[src/rtl/lsi_pkg.sv]
`default_nettype none
package lsi_pkg;

  localparam int COORD_BITS = 16;
  localparam int FRAC_BITS  = 16;
  localparam int T_BITS     = 24;
  localparam int LIM_BITS   = 16;
  localparam int N_COORDS   = 8;

  // Difference of two coordinates, product of two differences, cross product.
  localparam int DW = COORD_BITS + 1;
  localparam int PW = 2 * DW;
  localparam int XW = PW + 1;
  localparam int MW = XW;
  // Integer bits of the parameter beyond the fraction.
  localparam int SH = T_BITS - FRAC_BITS;

  typedef logic signed [COORD_BITS-1:0] coord_t;
  typedef logic signed [DW-1:0]         diff_t;
  typedef logic signed [PW-1:0]         prod_t;
  typedef logic signed [XW-1:0]         xprod_t;
  typedef logic [MW-1:0]                mag_t;
  typedef logic signed [T_BITS-1:0]     tpar_t;

  // One restoring divider lane: partial remainder, dividend bits still to
  // shift in, quotient bits so far, overflow and result sign.
  typedef struct packed {
    mag_t              rem;
    logic [T_BITS-1:0] feed;
    logic [T_BITS-1:0] quo;
    logic              sat;
    logic              neg;
  } lane_t;

  typedef struct packed {
    coord_t ps_x;
    coord_t ps_y;
    diff_t  pv_x;
    diff_t  pv_y;
    mag_t   den_mag;
    logic   par;
    logic   hit;
    lane_t  lane_p;
    lane_t  lane_q;
  } item_t;

  function automatic diff_t sub_c(coord_t a, coord_t b);
    return {a[COORD_BITS-1], a} - {b[COORD_BITS-1], b};
  endfunction

  function automatic mag_t mag_of(xprod_t x);
    return x[XW-1] ? mag_t'(-x) : mag_t'(x);
  endfunction

  // One quotient bit of |num| * 2^FRAC_BITS / den.
  function automatic lane_t div_step(lane_t l, mag_t d);
    logic [MW:0] trial;
    logic [MW:0] diff;
    lane_t       o;
    o     = l;
    trial = {l.rem, l.feed[T_BITS-1]};
    diff  = trial - {1'b0, d};
    if (trial >= {1'b0, d}) begin
      o.rem = diff[MW-1:0];
      o.quo = {l.quo[T_BITS-2:0], 1'b1};
    end else begin
      o.rem = trial[MW-1:0];
      o.quo = {l.quo[T_BITS-2:0], 1'b0};
    end
    o.feed = {l.feed[T_BITS-2:0], 1'b0};
    return o;
  endfunction

  // Applies the sign and saturates to the signed T_BITS range; a parallel item gives zero.
  function automatic tpar_t sat_t(lane_t l, logic par);
    logic              big;
    logic [T_BITS-1:0] q;
    tpar_t             r;
    if (par) begin
      r = '0;
    end else if (l.neg) begin
      big = l.sat | (l.quo[T_BITS-1] & (|l.quo[T_BITS-2:0]));
      q   = big ? {1'b1, {(T_BITS-1){1'b0}}} : l.quo;
      r   = tpar_t'(-q);
    end else begin
      big = l.sat | l.quo[T_BITS-1];
      r   = big ? tpar_t'({1'b0, {(T_BITS-1){1'b1}}}) : tpar_t'(l.quo);
    end
    return r;
  endfunction

endpackage
`default_nettype wire

[src/rtl/lsi_div_stage.sv]
`default_nettype none
module lsi_div_stage (
  input  wire logic           clk,
  input  wire logic           rst_n,
  input  wire logic           adv,
  input  wire logic           in_valid,
  input  wire lsi_pkg::item_t in_item,
  output logic                out_valid,
  output lsi_pkg::item_t      out_item
);
  import lsi_pkg::*;

  // One quotient bit for both parameters per stage.
  logic  valid_r;
  item_t item_r, item_nxt;

  always_comb begin
    item_nxt        = in_item;
    item_nxt.lane_p = div_step(in_item.lane_p, in_item.den_mag);
    item_nxt.lane_q = div_step(in_item.lane_q, in_item.den_mag);
  end

  always_ff @(posedge clk) begin
    if (!rst_n) begin
      valid_r <= 1'b0;
    end else if (adv) begin
      valid_r <= in_valid;
    end
  end

  always_ff @(posedge clk) begin
    if (adv) begin
      item_r <= item_nxt;
    end
  end

  assign out_valid = valid_r;
  assign out_item  = item_r;

endmodule
`default_nettype wire

[config.mk]
export PLATFORM = sky130hd
export DESIGN_NAME = lsi_div_stage
export DESIGN_NICKNAME = d
export VERILOG_FILES = /design/src/rtl/lsi_pkg.sv /design/src/rtl/lsi_div_stage.sv
export SDC_FILE = /design/constraint.sdc
export NUM_CORES = 1
export LEC_CHECK = 0
export ABC_AREA = 1
export BUFFER_PORTS_ARGS = -buffer_cell sky130_fd_sc_hd__buf_2
export CORE_AREA = 2 2 212 214
export CTS_BUF_LIST = sky130_fd_sc_hd__clkbuf_2 sky130_fd_sc_hd__clkbuf_4 sky130_fd_sc_hd__clkbuf_8
export DETAILED_ROUTE_END_ITERATION = 8
export DIE_AREA = 0 0 214 216
export GPL_TIMING_DRIVEN = 1
export PLACE_DENSITY_LB_ADDON = 0.25
export SETUP_SLACK_MARGIN = 0.1
export SLEW_MARGIN = 20
export SYNTH_ARGS = -nofsm -noshare
export SYNTH_HDL_FRONTEND = slang
export SYNTH_SLANG_ARGS = --single-unit
[constraint.sdc]
create_clock -name clk -period 2.9 [get_ports clk]
set_clock_uncertainty 0.15 [all_clocks]
set_input_delay 0.29 -clock clk [delete_from_list [all_inputs] [get_ports clk]]
set_output_delay 0.29 -clock clk [all_outputs]
set_load 0.01 [all_outputs]
# After elaboration in Yosys (flattened, before gate mapping)
# Index checks and enable logic that the tools add are counted.
# W data, S select, Z words.
[totals] ff_bits=272
[op_classes] n_addsub=2 order_cmp=2 muxes=4
[op_table] operator="$ge A36 B35 Y1" count=2
[op_table] operator="$mux W35" count=2
[op_table] operator="$sub A35 B35 Y35" count=2
[op_table] operator="$mux W1" count=2

# Longest topological paths before layout
[depth] ltp_word=2 ltp_mapped=16

# Least setup slack after synthesis
# OpenSTA, ideal clock, no wires.
[synth_timing] path_kind="input to register" startpoint="in in_item[49] (netlist name)" endpoint="reg item_r (netlist bit out_item[83]) (data pin)" setup_ns=0.253 arrival_time_ns=1.942 required_time_ns=2.497 path_slack_ns=0.555 stages=16 n_path_buf=1 path_cell_list="inv_1 > ha_1 > fa_1 > inv_1 > nand3_1 > nand3_1 > nand3_1 > nand3_2 > nand2_1 > nand2_1 > nand2_1 > nand2_2 > inv_2 > buf_2 > nand2_1 > nand2_1"
[synth_lines] item="start: declaration" line="lsi_div_stage.sv:7" source="input wire lsi_pkg::item_t in_item,"
[synth_lines] item="end signal: assignment" line="lsi_div_stage.sv:33" source="item_r <= item_nxt;"
[synth_lines] item="end: declaration" line="lsi_div_stage.sv:15" source="item_t item_r, item_nxt;"

==> impl_metrics.env <==
export IMPL_dpl_hpwl_um=47600
export IMPL_hold_slack_ns=0.214
export IMPL_nFillCells=4159
export IMPL_required_ns=3.22
export IMPL_crit_path_start_kind="primary input"
export IMPL_grt_pass1_wl_um=89400
export IMPL_clkSlewWorstSetupHoldPaths_ns=0.05
export IMPL_post_drt_via_cell_ratio=4.58
export IMPL_ir_worst_vdd_v=0.000333
export IMPL_wl_per_cell_um=19.7
export IMPL_die_w_um=214
export IMPL_first_pass_iters=5
export IMPL_dp_worst_setup_slack_ns=0.0846
export IMPL_min_period_ns=2.64
export IMPL_drive_above_1_share_pct=29.0
export IMPL_critPathMaxFanout=32
export IMPL_route_detailed_drc=0
export IMPL_htree_levels=2
export IMPL_ys_types=35
export IMPL_yosys_area_top_type="edfxtp_1"
export IMPL_synth_area_per_cell_um2=9.24
export IMPL_netlist_top_cells_area="edfxtp_1 56%, nand2_1 15%, inv_1 6.1%, ha_1 6.0%, nor2_1 2.8%"
export IMPL_synth_top_area_share_pct=55.8
export IMPL_dieArea_mm2=0.0462
export IMPL_cp_arrival_ns=2.96
export IMPL_core_mm2=0.0438
export IMPL_placed_cell_area_mm2=0.0181
export IMPL_cap_violations=0
export IMPL_clockBufferDepth=3
export IMPL_crit_top_cell="nand2_1"
export IMPL_yosysMostFrequentCell="nand2_1"
export IMPL_hp_class="primary input to flip-flop"
export IMPL_yosys_register_bits=272
export IMPL_maxSlewViolCount=0
export IMPL_path_cells="dlygate4sd3_1 > buf_2 > inv_1 > ha_1 > nand2_1 > nor2_4 > nand3_1 > nor2_1 > buf_4 > nand2_1 > nand2_1 > a21oi_2 > nand2_4 > buf_12 > nand3_1 > nand2_1"
export IMPL_finalHoldViolations=0
export IMPL_synth_cells=1578
export IMPL_setup_violations=0
export IMPL_wl_um=60900
export IMPL_cts_sinks=272
export IMPL_netlist_area_mm2=0.0146
export IMPL_critical_path_top_delay_family="buffers and inverters"
export IMPL_final_util_pct=50.1
export IMPL_outcome="completed"
export IMPL_crit_path_end_kind="flip-flop"
export IMPL_crit_buf_inv=5
export IMPL_slowest_stage="dlygate4sd3_1"
export IMPL_initial_core_util_pct=33.3
export IMPL_max_freq_mhz=379
export IMPL_cts_tree="done"
export IMPL_powerDensity_mw_per_mm2=528
export IMPL_grt_max_degree=48
export IMPL_seq_area_frac_synth_pct=56.0
export IMPL_cpPeakStageDelay_ns=0.52
export IMPL_grt_ovfl_total=0
export IMPL_drt_iter0_markers=881
export IMPL_rows=77
export IMPL_synth_ff_type="edfxtp_1"
export IMPL_clock_latency_ns=0.60
export IMPL_die_h_um=216
export IMPL_vias=14100
export IMPL_rsz0062_at_grt="no"
export IMPL_place_gp_congestion=0.924
export IMPL_finalNetCount=2803
export IMPL_async_flop_share_pct=0
export IMPL_tns_ns=0
export IMPL_antenna_left=0
export IMPL_grt_usage_pct=25.8
export IMPL_antenna_found_initial=4
export IMPL_ys_top_cells_by_count="586 x nand2_1, 271 x edfxtp_1, 238 x inv_1"
export IMPL_portBuffers=546
export IMPL_cts_buffers=49
export IMPL_design_area_mm2=0.0219
export IMPL_fin_crit_sh_pct=90.9
export IMPL_ioPinCount=551
export IMPL_grt_pass1_vias=14600
export IMPL_yosysWarnings=0
export IMPL_cts_root_buf="clkbuf_8"
export IMPL_synth_edf_count=271
export IMPL_p_leak_nw=10.8
export IMPL_worstSetupPathType="primary input to flip-flop"
export IMPL_area_growth_pct=50.5
export IMPL_worst_slack_ns=0.265
## final cells by class
class	instances	area (um^2)	area share (%)
diodes	4	10.0	0.0456
well taps	592	741	3.38
repair buffers	840	5720	26.1
inverters	247	937	4.27
clock buffers	68	848	3.87
clock inverters	19	175	0.798
multi-input cells	1044	5350	24.4
flip-flops and latches	272	8160	37.2
## flip-flops by register name, summed over array words and instances (netlist names)
signal and flops:
out_item 271, out_valid 1
## through the flow
step                total power [W]  instances
floorplan                   0.00630       1579
global placement            0.00744       2722
detailed placement          0.00745       2722
CTS                          0.0117       3081
global route                 0.0121       3085
finish                       0.0116       3086
## worst paths after layout
kind	from	slack (ns)	end	depth (start not counted)
worst min-delay path	in_item[37]	0.21	out_item[38]	2
worst max register to register	out_valid	1.56	out_valid	3
worst min register to register	out_valid	0.95	out_valid	3
worst max-delay path	in_item[184]	0.26	out_item[154]	16
## placed cells by master, fill, tap and decap left out, drive strengths merged, types with 4 or more instances in the layout
cell type    synthesis  layout
clkinv               0      14
ha                  70      70
a21oi               55      55
nor3                12      12
o21ai               21      21
nand4               10      10
inv                247     249
diode                0       4
xnor2                4       4
dlygate4sd3          0     272
nor2               122     122
buf                 16     567
o21bai              10      10
clkbuf               0      69
nand2              610     610
xor2                32      32
edfxtp             271     271
nand3b              13      13
nor4                 4       4
nand3               75      75
## layer usage
layer | track usage (%) | routed length [um] | part of all wire, %
met4 | 11.5 | 2690 | 4.4
met2 | 45.4 | 30200 | 50
met1 | 30.7 | 25000 | 41
met5 | 0 | 13 | 0.021
met3 | 4.65 | 2980 | 4.9
## power by group
part	switching, W	internal [W]
registers	0.000119	0.00480
clock network	0.00172	0.00216
logic	0.00166	0.00113
## cells by family (layout without fill, tap and decap cells)
group | count (synthesis) | in the layout | synth area share, %
buf+inv | 263 | 1174 | 7.49
fa+ha+maj | 72 | 72 | 6.28
xor+xnor | 36 | 36 | 2.16
other cells | 1 | 6 | 0.0257
flops | 272 | 272 | 56.0
compound gates | 87 | 87 | 3.20
simple gates | 847 | 847 | 24.9
## timing repair
action                                  4_1_cts  5_1_grt
buffers inserted                              0        0
hold endpoints to repair                    304        0
hold buffers                                272        0
endpoints found under the setup margin        0       38
gates resized for setup                       0        8
Note: power is estimated with default switching activity, not from simulation.
