### config.mk
export PLATFORM = sky130hd
export DESIGN_NAME = lsi_back
export DESIGN_NICKNAME = d
export VERILOG_FILES = /design/src/rtl/lsi_pkg.sv /design/src/rtl/lsi_back.sv
export SDC_FILE = /design/constraint.sdc
export NUM_CORES = 2
export LEC_CHECK = 0
export BUFFER_PORTS_ARGS = -buffer_cell sky130_fd_sc_hd__buf_4
export CAP_MARGIN = 20
export CORE_MARGIN = 2
export CORE_UTILIZATION = 25
export DETAILED_ROUTE_END_ITERATION = 8
export PLACE_DENSITY = 0.39
export SETUP_SLACK_MARGIN = 0.4
export SLEW_MARGIN = 10
export SYNTH_ARGS = -nofsm -noshare
export SYNTH_HDL_FRONTEND = slang
export SYNTH_SLANG_ARGS = --single-unit
### constraint.sdc
create_clock -name clk -period 9.8 [get_ports clk]
set_input_delay 0.98 -clock clk [delete_from_list [all_inputs] [get_ports clk]]
set_output_delay 0.98 -clock clk [all_outputs]
set_load 0.01 [all_outputs]
### src/rtl/lsi_pkg.sv
`default_nettype none
package lsi_pkg;

  localparam int COORD_BITS = 16;
  localparam int FRAC_BITS  = 16;
  localparam int T_BITS     = 24;
  localparam int LIM_BITS   = 16;
  localparam int N_COORDS   = 8;

  // Difference of two coordinates, product of two differences, cross product.
  localparam int DW = COORD_BITS + 1;
  localparam int PW = 2 * DW;
  localparam int XW = PW + 1;
  localparam int MW = XW;
  // Integer bits of the parameter beyond the fraction.
  localparam int SH = T_BITS - FRAC_BITS;

  typedef logic signed [COORD_BITS-1:0] coord_t;
  typedef logic signed [DW-1:0]         diff_t;
  typedef logic signed [PW-1:0]         prod_t;
  typedef logic signed [XW-1:0]         xprod_t;
  typedef logic [MW-1:0]                mag_t;
  typedef logic signed [T_BITS-1:0]     tpar_t;

  // One restoring divider lane: partial remainder, dividend bits still to
  // shift in, quotient bits so far, overflow and result sign.
  typedef struct packed {
    mag_t              rem;
    logic [T_BITS-1:0] feed;
    logic [T_BITS-1:0] quo;
    logic              sat;
    logic              neg;
  } lane_t;

  typedef struct packed {
    coord_t ps_x;
    coord_t ps_y;
    diff_t  pv_x;
    diff_t  pv_y;
    mag_t   den_mag;
    logic   par;
    logic   hit;
    lane_t  lane_p;
    lane_t  lane_q;
  } item_t;

  function automatic diff_t sub_c(coord_t a, coord_t b);
    return {a[COORD_BITS-1], a} - {b[COORD_BITS-1], b};
  endfunction

  function automatic mag_t mag_of(xprod_t x);
    return x[XW-1] ? mag_t'(-x) : mag_t'(x);
  endfunction

  // One quotient bit of |num| * 2^FRAC_BITS / den.
  function automatic lane_t div_step(lane_t l, mag_t d);
    logic [MW:0] trial;
    logic [MW:0] diff;
    lane_t       o;
    o     = l;
    trial = {l.rem, l.feed[T_BITS-1]};
    diff  = trial - {1'b0, d};
    if (trial >= {1'b0, d}) begin
      o.rem = diff[MW-1:0];
      o.quo = {l.quo[T_BITS-2:0], 1'b1};
    end else begin
      o.rem = trial[MW-1:0];
      o.quo = {l.quo[T_BITS-2:0], 1'b0};
    end
    o.feed = {l.feed[T_BITS-2:0], 1'b0};
    return o;
  endfunction

  // Applies the sign and saturates to the signed T_BITS range; a parallel item gives zero.
  function automatic tpar_t sat_t(lane_t l, logic par);
    logic              big;
    logic [T_BITS-1:0] q;
    tpar_t             r;
    if (par) begin
      r = '0;
    end else if (l.neg) begin
      big = l.sat | (l.quo[T_BITS-1] & (|l.quo[T_BITS-2:0]));
      q   = big ? {1'b1, {(T_BITS-1){1'b0}}} : l.quo;
      r   = tpar_t'(-q);
    end else begin
      big = l.sat | l.quo[T_BITS-1];
      r   = big ? tpar_t'({1'b0, {(T_BITS-1){1'b1}}}) : tpar_t'(l.quo);
    end
    return r;
  endfunction

endpackage
`default_nettype wire

### src/rtl/lsi_back.sv
`default_nettype none
module lsi_back (
  input  wire logic                 clk,
  input  wire logic                 rst_n,
  input  wire logic                 adv,
  input  wire logic                 in_valid,
  input  wire lsi_pkg::item_t       in_item,
  output logic                      out_valid,
  output logic                      hit,
  output logic                      parallel,
  output lsi_pkg::coord_t           cross_x,
  output lsi_pkg::coord_t           cross_y,
  output lsi_pkg::tpar_t            clip_t,
  output lsi_pkg::tpar_t            other_t
);
  import lsi_pkg::*;

  localparam int MPW = T_BITS + DW;

  // Stage 1: signed, saturated parameters.
  logic   v1_r, hit1_r, par1_r;
  coord_t ps_x1_r, ps_y1_r;
  diff_t  pv_x1_r, pv_y1_r;
  tpar_t  tp1_r, tq1_r;
  // Stage 2: parameter times clip vector.
  logic   v2_r, hit2_r, par2_r;
  coord_t ps_x2_r, ps_y2_r;
  tpar_t  tp2_r, tq2_r;
  logic signed [MPW-1:0] mx_r, my_r;
  // Stage 3: output register.
  logic   v3_r, hit3_r, par3_r;
  coord_t cx_r, cy_r;
  tpar_t  tp3_r, tq3_r;

  logic signed [MPW-1:0] sx, sy;
  coord_t cx_nxt, cy_nxt;

  always_comb begin
    sx     = mx_r >>> FRAC_BITS;
    sy     = my_r >>> FRAC_BITS;
    cx_nxt = hit2_r ? coord_t'(ps_x2_r + sx[COORD_BITS-1:0]) : '0;
    cy_nxt = hit2_r ? coord_t'(ps_y2_r + sy[COORD_BITS-1:0]) : '0;
  end

  always_ff @(posedge clk) begin
    if (!rst_n) begin
      v1_r <= 1'b0;
      v2_r <= 1'b0;
      v3_r <= 1'b0;
    end else if (adv) begin
      v1_r <= in_valid;
      v2_r <= v1_r;
      v3_r <= v2_r;
    end
  end

  always_ff @(posedge clk) begin
    if (adv) begin
      hit1_r  <= in_item.hit;
      par1_r  <= in_item.par;
      ps_x1_r <= in_item.ps_x;
      ps_y1_r <= in_item.ps_y;
      pv_x1_r <= in_item.pv_x;
      pv_y1_r <= in_item.pv_y;
      tp1_r   <= sat_t(in_item.lane_p, in_item.par);
      tq1_r   <= sat_t(in_item.lane_q, in_item.par);
      hit2_r  <= hit1_r;
      par2_r  <= par1_r;
      ps_x2_r <= ps_x1_r;
      ps_y2_r <= ps_y1_r;
      tp2_r   <= tp1_r;
      tq2_r   <= tq1_r;
      mx_r    <= tp1_r * pv_x1_r;
      my_r    <= tp1_r * pv_y1_r;
      hit3_r  <= hit2_r;
      par3_r  <= par2_r;
      cx_r    <= cx_nxt;
      cy_r    <= cy_nxt;
      tp3_r   <= tp2_r;
      tq3_r   <= tq2_r;
    end
  end

  assign out_valid = v3_r;
  assign hit       = hit3_r;
  assign parallel  = par3_r;
  assign cross_x   = cx_r;
  assign cross_y   = cy_r;
  assign clip_t    = tp3_r;
  assign other_t   = tq3_r;

endmodule
`default_nettype wire
## Word-level counts from Yosys, hierarchy flattened

Cells that the tools add are included.

| storage, ports and cells | value |
|---|---|
| register bits after elaboration | 347 |
| input bits | 277 |
| output and inout bits | 83 |
| word-level logic and storage cells | 45 |

| cells by class | value |
|---|---|
| $add $sub $neg | 4 |
| multiply operators | 2 |
| mux-type cells | 6 |
| bitwise logic cells | 6 |
| reductions and logical operators | 2 |

Operators by type and width:

| cell | number |
|---|---|
| 24-bit 2-to-1 mux | 6 |
| 24-bit by 17-bit multiplier with 32-bit output | 2 |
| 24-bit negation | 2 |
| 23-bit OR reduction | 2 |
| 16-bit adder | 2 |
| 1-bit bitwise OR | 4 |
| 1-bit AND | 2 |

## Longest topological paths before layout

| depth | value |
|---|---|
| word-level depth | 6 |
| gate-level depth with buffers | 24 |
| mapped depth without buffers | 23 |

## Worst setup path before layout

Ideal clock, no wire load.

| timing path | value |
|---|---|
| path type | reg2reg |
| start | register tp1_r[12] |
| end | register mx_r[31] (data pin) |
| library setup time | 260 ps |
| arrival | 5925 ps |
| data required time | 9540 ps |
| setup slack | 3615 ps |
| stages on the path, launching flop included | 22 |
| buffers on the path | 1 |
| clock period less this slack | 6185 ps |
| path through | edfxtp_1 -> clkbuf_1 -> nand2_1 -> fa_1 -> fa_1 -> fa_1 -> inv_1 -> fa_1 -> fa_1 -> inv_1 -> fa_1 -> inv_1 -> ha_1 -> a211oi_1 -> nor2b_1 -> a221o_1 -> a311oi_2 -> nor4_1 -> o21a_1 -> o41a_1 -> a21oi_2 -> xnor2_1 |

| between the ends | value |
|---|---|
| word-level cells in the longest chain between the ends | 1 |

RTL lines:

| what | RTL line | source |
|---|---|---|
| start: declaration | lsi_back.sv:24 | `tpar_t tp1_r, tq1_r;` |
| start signal: assignment | lsi_back.sv:65 | `tp1_r <= sat_t(in_item.lane_p, in_item.par);` |
| 24-bit by 17-bit multiplier with 32-bit output | lsi_back.sv:73 | `mx_r <= tp1_r * pv_x1_r;` |
| end signal: assignment | lsi_back.sv:73 |  |
| end: declaration | lsi_back.sv:29 | `logic signed [MPW-1:0] mx_r, my_r;` |

Every way passes these cells.
A chain may end at the register's enable or synchronous reset.

## Worst setup path after layout

| timing path | value |
|---|---|
| start | register tp1_r[13] |
| end | register my_r[30] (data pin) |

| between the ends | value |
|---|---|
| word-level cells in the longest chain between the ends | 1 |

RTL lines:

| what | RTL line | source |
|---|---|---|
| 24-bit by 17-bit multiplier with 32-bit output | lsi_back.sv:74 | `my_r <= tp1_r * pv_y1_r;` |
| end signal: assignment | lsi_back.sv:74 |  |
| end: declaration | lsi_back.sv:29 |  |

Every way passes these cells.

==> key figures <==
Yosys
  • Part of the Yosys area used for sequential elements: between 20% and 30%
  • Area leader, netlist: fa_1
  • Post-synth EDFFs: 312
  • Main synth FF type: edfxtp_1
  • Post-synth top area share: a little over a third
  • Post-synthesis cell count: 3466
  • Synth Net Count: about 4600
  • Synth cell count leaders: inv_1 (747), fa_1 (628), nand2_1 (446)
  • Fraction of registers with async set or reset after synthesis: 0%
  • Synth area leaders: fa_1 (35%), edfxtp_1 (26%), inv_1 (7.8%), ha_1 (7.1%), and2_1 (5.8%)
  • Seq cells post-synth: between 300 and 400
  • YS warnings: 0
  • Cell with the most instances after synthesis: inv_1
  • Post-synth cell types: between 70 and 80
  • Mapped cell area: roughly 0.036 mm^2
  • Avg Synthesized Cell Area: between 10 and 15 um^2

Route
  • Final WL: 102 mm
  • Starting DRT DRC Count: around 1300
  • Vias: 23800
  • Drc violations: 0
  • Detail Route Antenna Nets: 0
  • Post-DR vias/cell: 4.29
  • WL per Instance: around 18 um
  • DRT Pass-1 Iters: 5

Final layout
  • Final cell count without fillers: 5554
  • Nets: 4739
  • Ant diodes: 0
  • Area growth, synth to finish: 15.0%
  • Filler cell count: 15000
  • Layout cells sized above 1: 9.72%

Global routing
  • Vias in the first global route: 25900
  • Largest net degree at the start of global routing: 138
  • Antenna violations before repair: 6
  • First-pass GRT wire length: 160 mm
  • Met3 usage: 2.19%
  • Met2 Usage GRT: around 23%
  • GR peak layer: met2
  • Global routing usage on met1: 20.8%
  • Congestion Overflow GR: 0
  • Global Route Usage Sum: 14.5%

Timing
  • Fmax: 0.139 GHz
  • Max Slew Vio Count: 0
  • Setup TNS: 0 ns
  • Final Hold Fails: 0
  • Worst-Margin Slew: 1.12 ns
  • Fin Clk Skew: around 0.021 ns
  • Final Hold Slack: 0.416 ns
  • RSZ-0062 raised after global routing: no
  • Fin worst setup slack: 2.59 ns
  • Finish-stage setup viols: 0
  • Relative slew slack: between 20% and 30%
  • Final Cycle Share: 73.6%
  • Period minus WS final: roughly 7.2 ns

Clocking
  • CTS tree: built
  • Clk pin slew, worst setup/hold paths: ~0.060 ns
  • CTS Buffer Depth: 3
  • Cts-stage hold buffer count: 0
  • Clk sink count: 315
  • Root Driver: clkbuf_16
  • H-tree lvl count: 2
  • Post-CTS resize count: 0
  • Worst skew pair latency: 0.63 ns
  • CTS Buf Count: 44
  • Postcts setup bufs: 0

Floorplan
  • IO Count: 360
  • Die height: between 300 and 400 um
  • Die area: about 0.15 mm^2
  • Site row count: 138
  • Std-Cell Core Area: 0.142 mm^2
  • Die width: 382 um
  • Initial Util: about a quarter

Job
  • Max-cap violation count: 0

Setup path
  • Arr. time, crit path: between 7 and 8 ns
  • Crit Path Max Fanout: 16
  • Crit path max-delay family: adder cells
  • Cell Chain, Critical Path: buf_4 -> nand2_1 -> fa_1 -> fa_1 -> fa_1 -> inv_1 -> fa_1 -> fa_1 -> inv_1 -> fa_1 -> inv_1 -> ha_1 -> and2_1 -> a221o_1 -> a21oi_1 -> a21oi_1 -> o21ai_1 -> a21oi_1 -> or3_1 -> a21oi_1 -> xnor2_1
  • Critical path class: reg -> reg
  • Worst Setup End Kind: register
  • Startpoint types: register
  • Critical Path Max Stage Delay: 1.09 ns
  • Slowest library cell on the worst path: edfxtp_1
  • Critical path's most frequent cell: fa_1
  • Data required, critical path: 10.17 ns
  • CP Buf/Inv Count: 4

Outcome
  • Status: finished clean

Place
  • Pre-CTS setup slack: 2.53 ns
  • Global placement routability congestion: about 0.78
  • Placed cell count: roughly 5500
  • # port buffers: 206
  • DP Wirelength: 74.9 mm

Hold path
  • Min-delay worst type: reg -> reg
[registers in the layout (all words and copies together), names as in the netlist, 17 cells and up]
name     flops
pv_y1_r     17
tq1_r       24
tq2_r       24
clip_t      24
tp1_r       24
other_t     24
tp2_r       24
pv_x1_r     17
[cell families (layout without fill, tap and decap cells)]
family	count (synthesis)	count (layout)	synth area share, %
simple gates	1056	1056	14.6
xor+xnor	94	94	2.30
compound gates	262	262	4.77
fa+ha+maj	830	830	42.3
flops	315	315	26.4
buf+inv	903	1101	9.51
mux	6	6	0.168
[final timing paths]
path              cells after the start  slack (ns)         end      start
setup / recovery                     21        2.59    my_r[30]  tp1_r[13]
hold / removal                        0        0.42  other_t[8]   tq2_r[8]
setup reg to reg                     21        2.59    my_r[30]  tp1_r[13]
hold reg to reg                       0        0.42  other_t[8]   tq2_r[8]
[layer usage]
layer	routed length (um)	part of all wire, %
met1	50000	49
met2	45700	45
met3	4500	4.4
met4	2080	2.0
met5	0	0
[placed cells by master (no fill, tap or decap), types with 5 or more instances in the layout]
cell type / synthesis / layout
o211ai_1: 6 / 6
nand4_1: 10 / 10
and3_1: 6 / 6
nor3_1: 48 / 48
or3_1: 12 / 12
ha_1: 202 / 202
buf_4: 0 / 270
mux2i_1: 6 / 6
o21a_1: 10 / 10
a31oi_1: 12 / 12
or2_2: 8 / 8
a211oi_1: 18 / 18
nand2b_1: 20 / 20
xor2_1: 27 / 27
nand2_1: 446 / 446
and2_1: 334 / 334
clkbuf_1: 152 / 6
a21oi_1: 74 / 74
nor3b_1: 5 / 5
clkbuf_16: 0 / 44
edfxtp_1: 312 / 312
o21ai_0: 59 / 59
nor2b_1: 16 / 16
nand3_1: 24 / 24
bufinv_16: 0 / 6
a311o_1: 5 / 5
nor4_1: 6 / 6
xnor2_1: 67 / 67
inv_1: 747 / 747
nor2_1: 103 / 103
clkinv_1: 1 / 10
a21o_1: 21 / 21
fa_1: 628 / 628
[final cells by class]
| type | count | area, um^2 | area share [%] |
|---|---|---|---|
| Multi-Input combinational cell | 2248 | 22900 | 55.7 |
| Timing Repair Buffer | 275 | 2130 | 5.19 |
| Clock buffer | 50 | 1120 | 2.73 |
| Sequential cell | 315 | 9430 | 22.9 |
| Inverter | 748 | 2810 | 6.83 |
| Tap cell | 1890 | 2360 | 5.75 |
| Clock inverter | 28 | 335 | 0.816 |
[metrics by stage]
step	instance area, um^2	util, %
3_3_place_gp	39600	27.9
5_1_grt	41100	29.0
3_5_place_dp	39600	27.9
2_1_floorplan	35700	-
6_report	41100	29.0
4_1_cts	41100	29.0
Power is not shown: default switching activity piles up to over one toggle a cycle in this logic, so the estimate is an artifact.
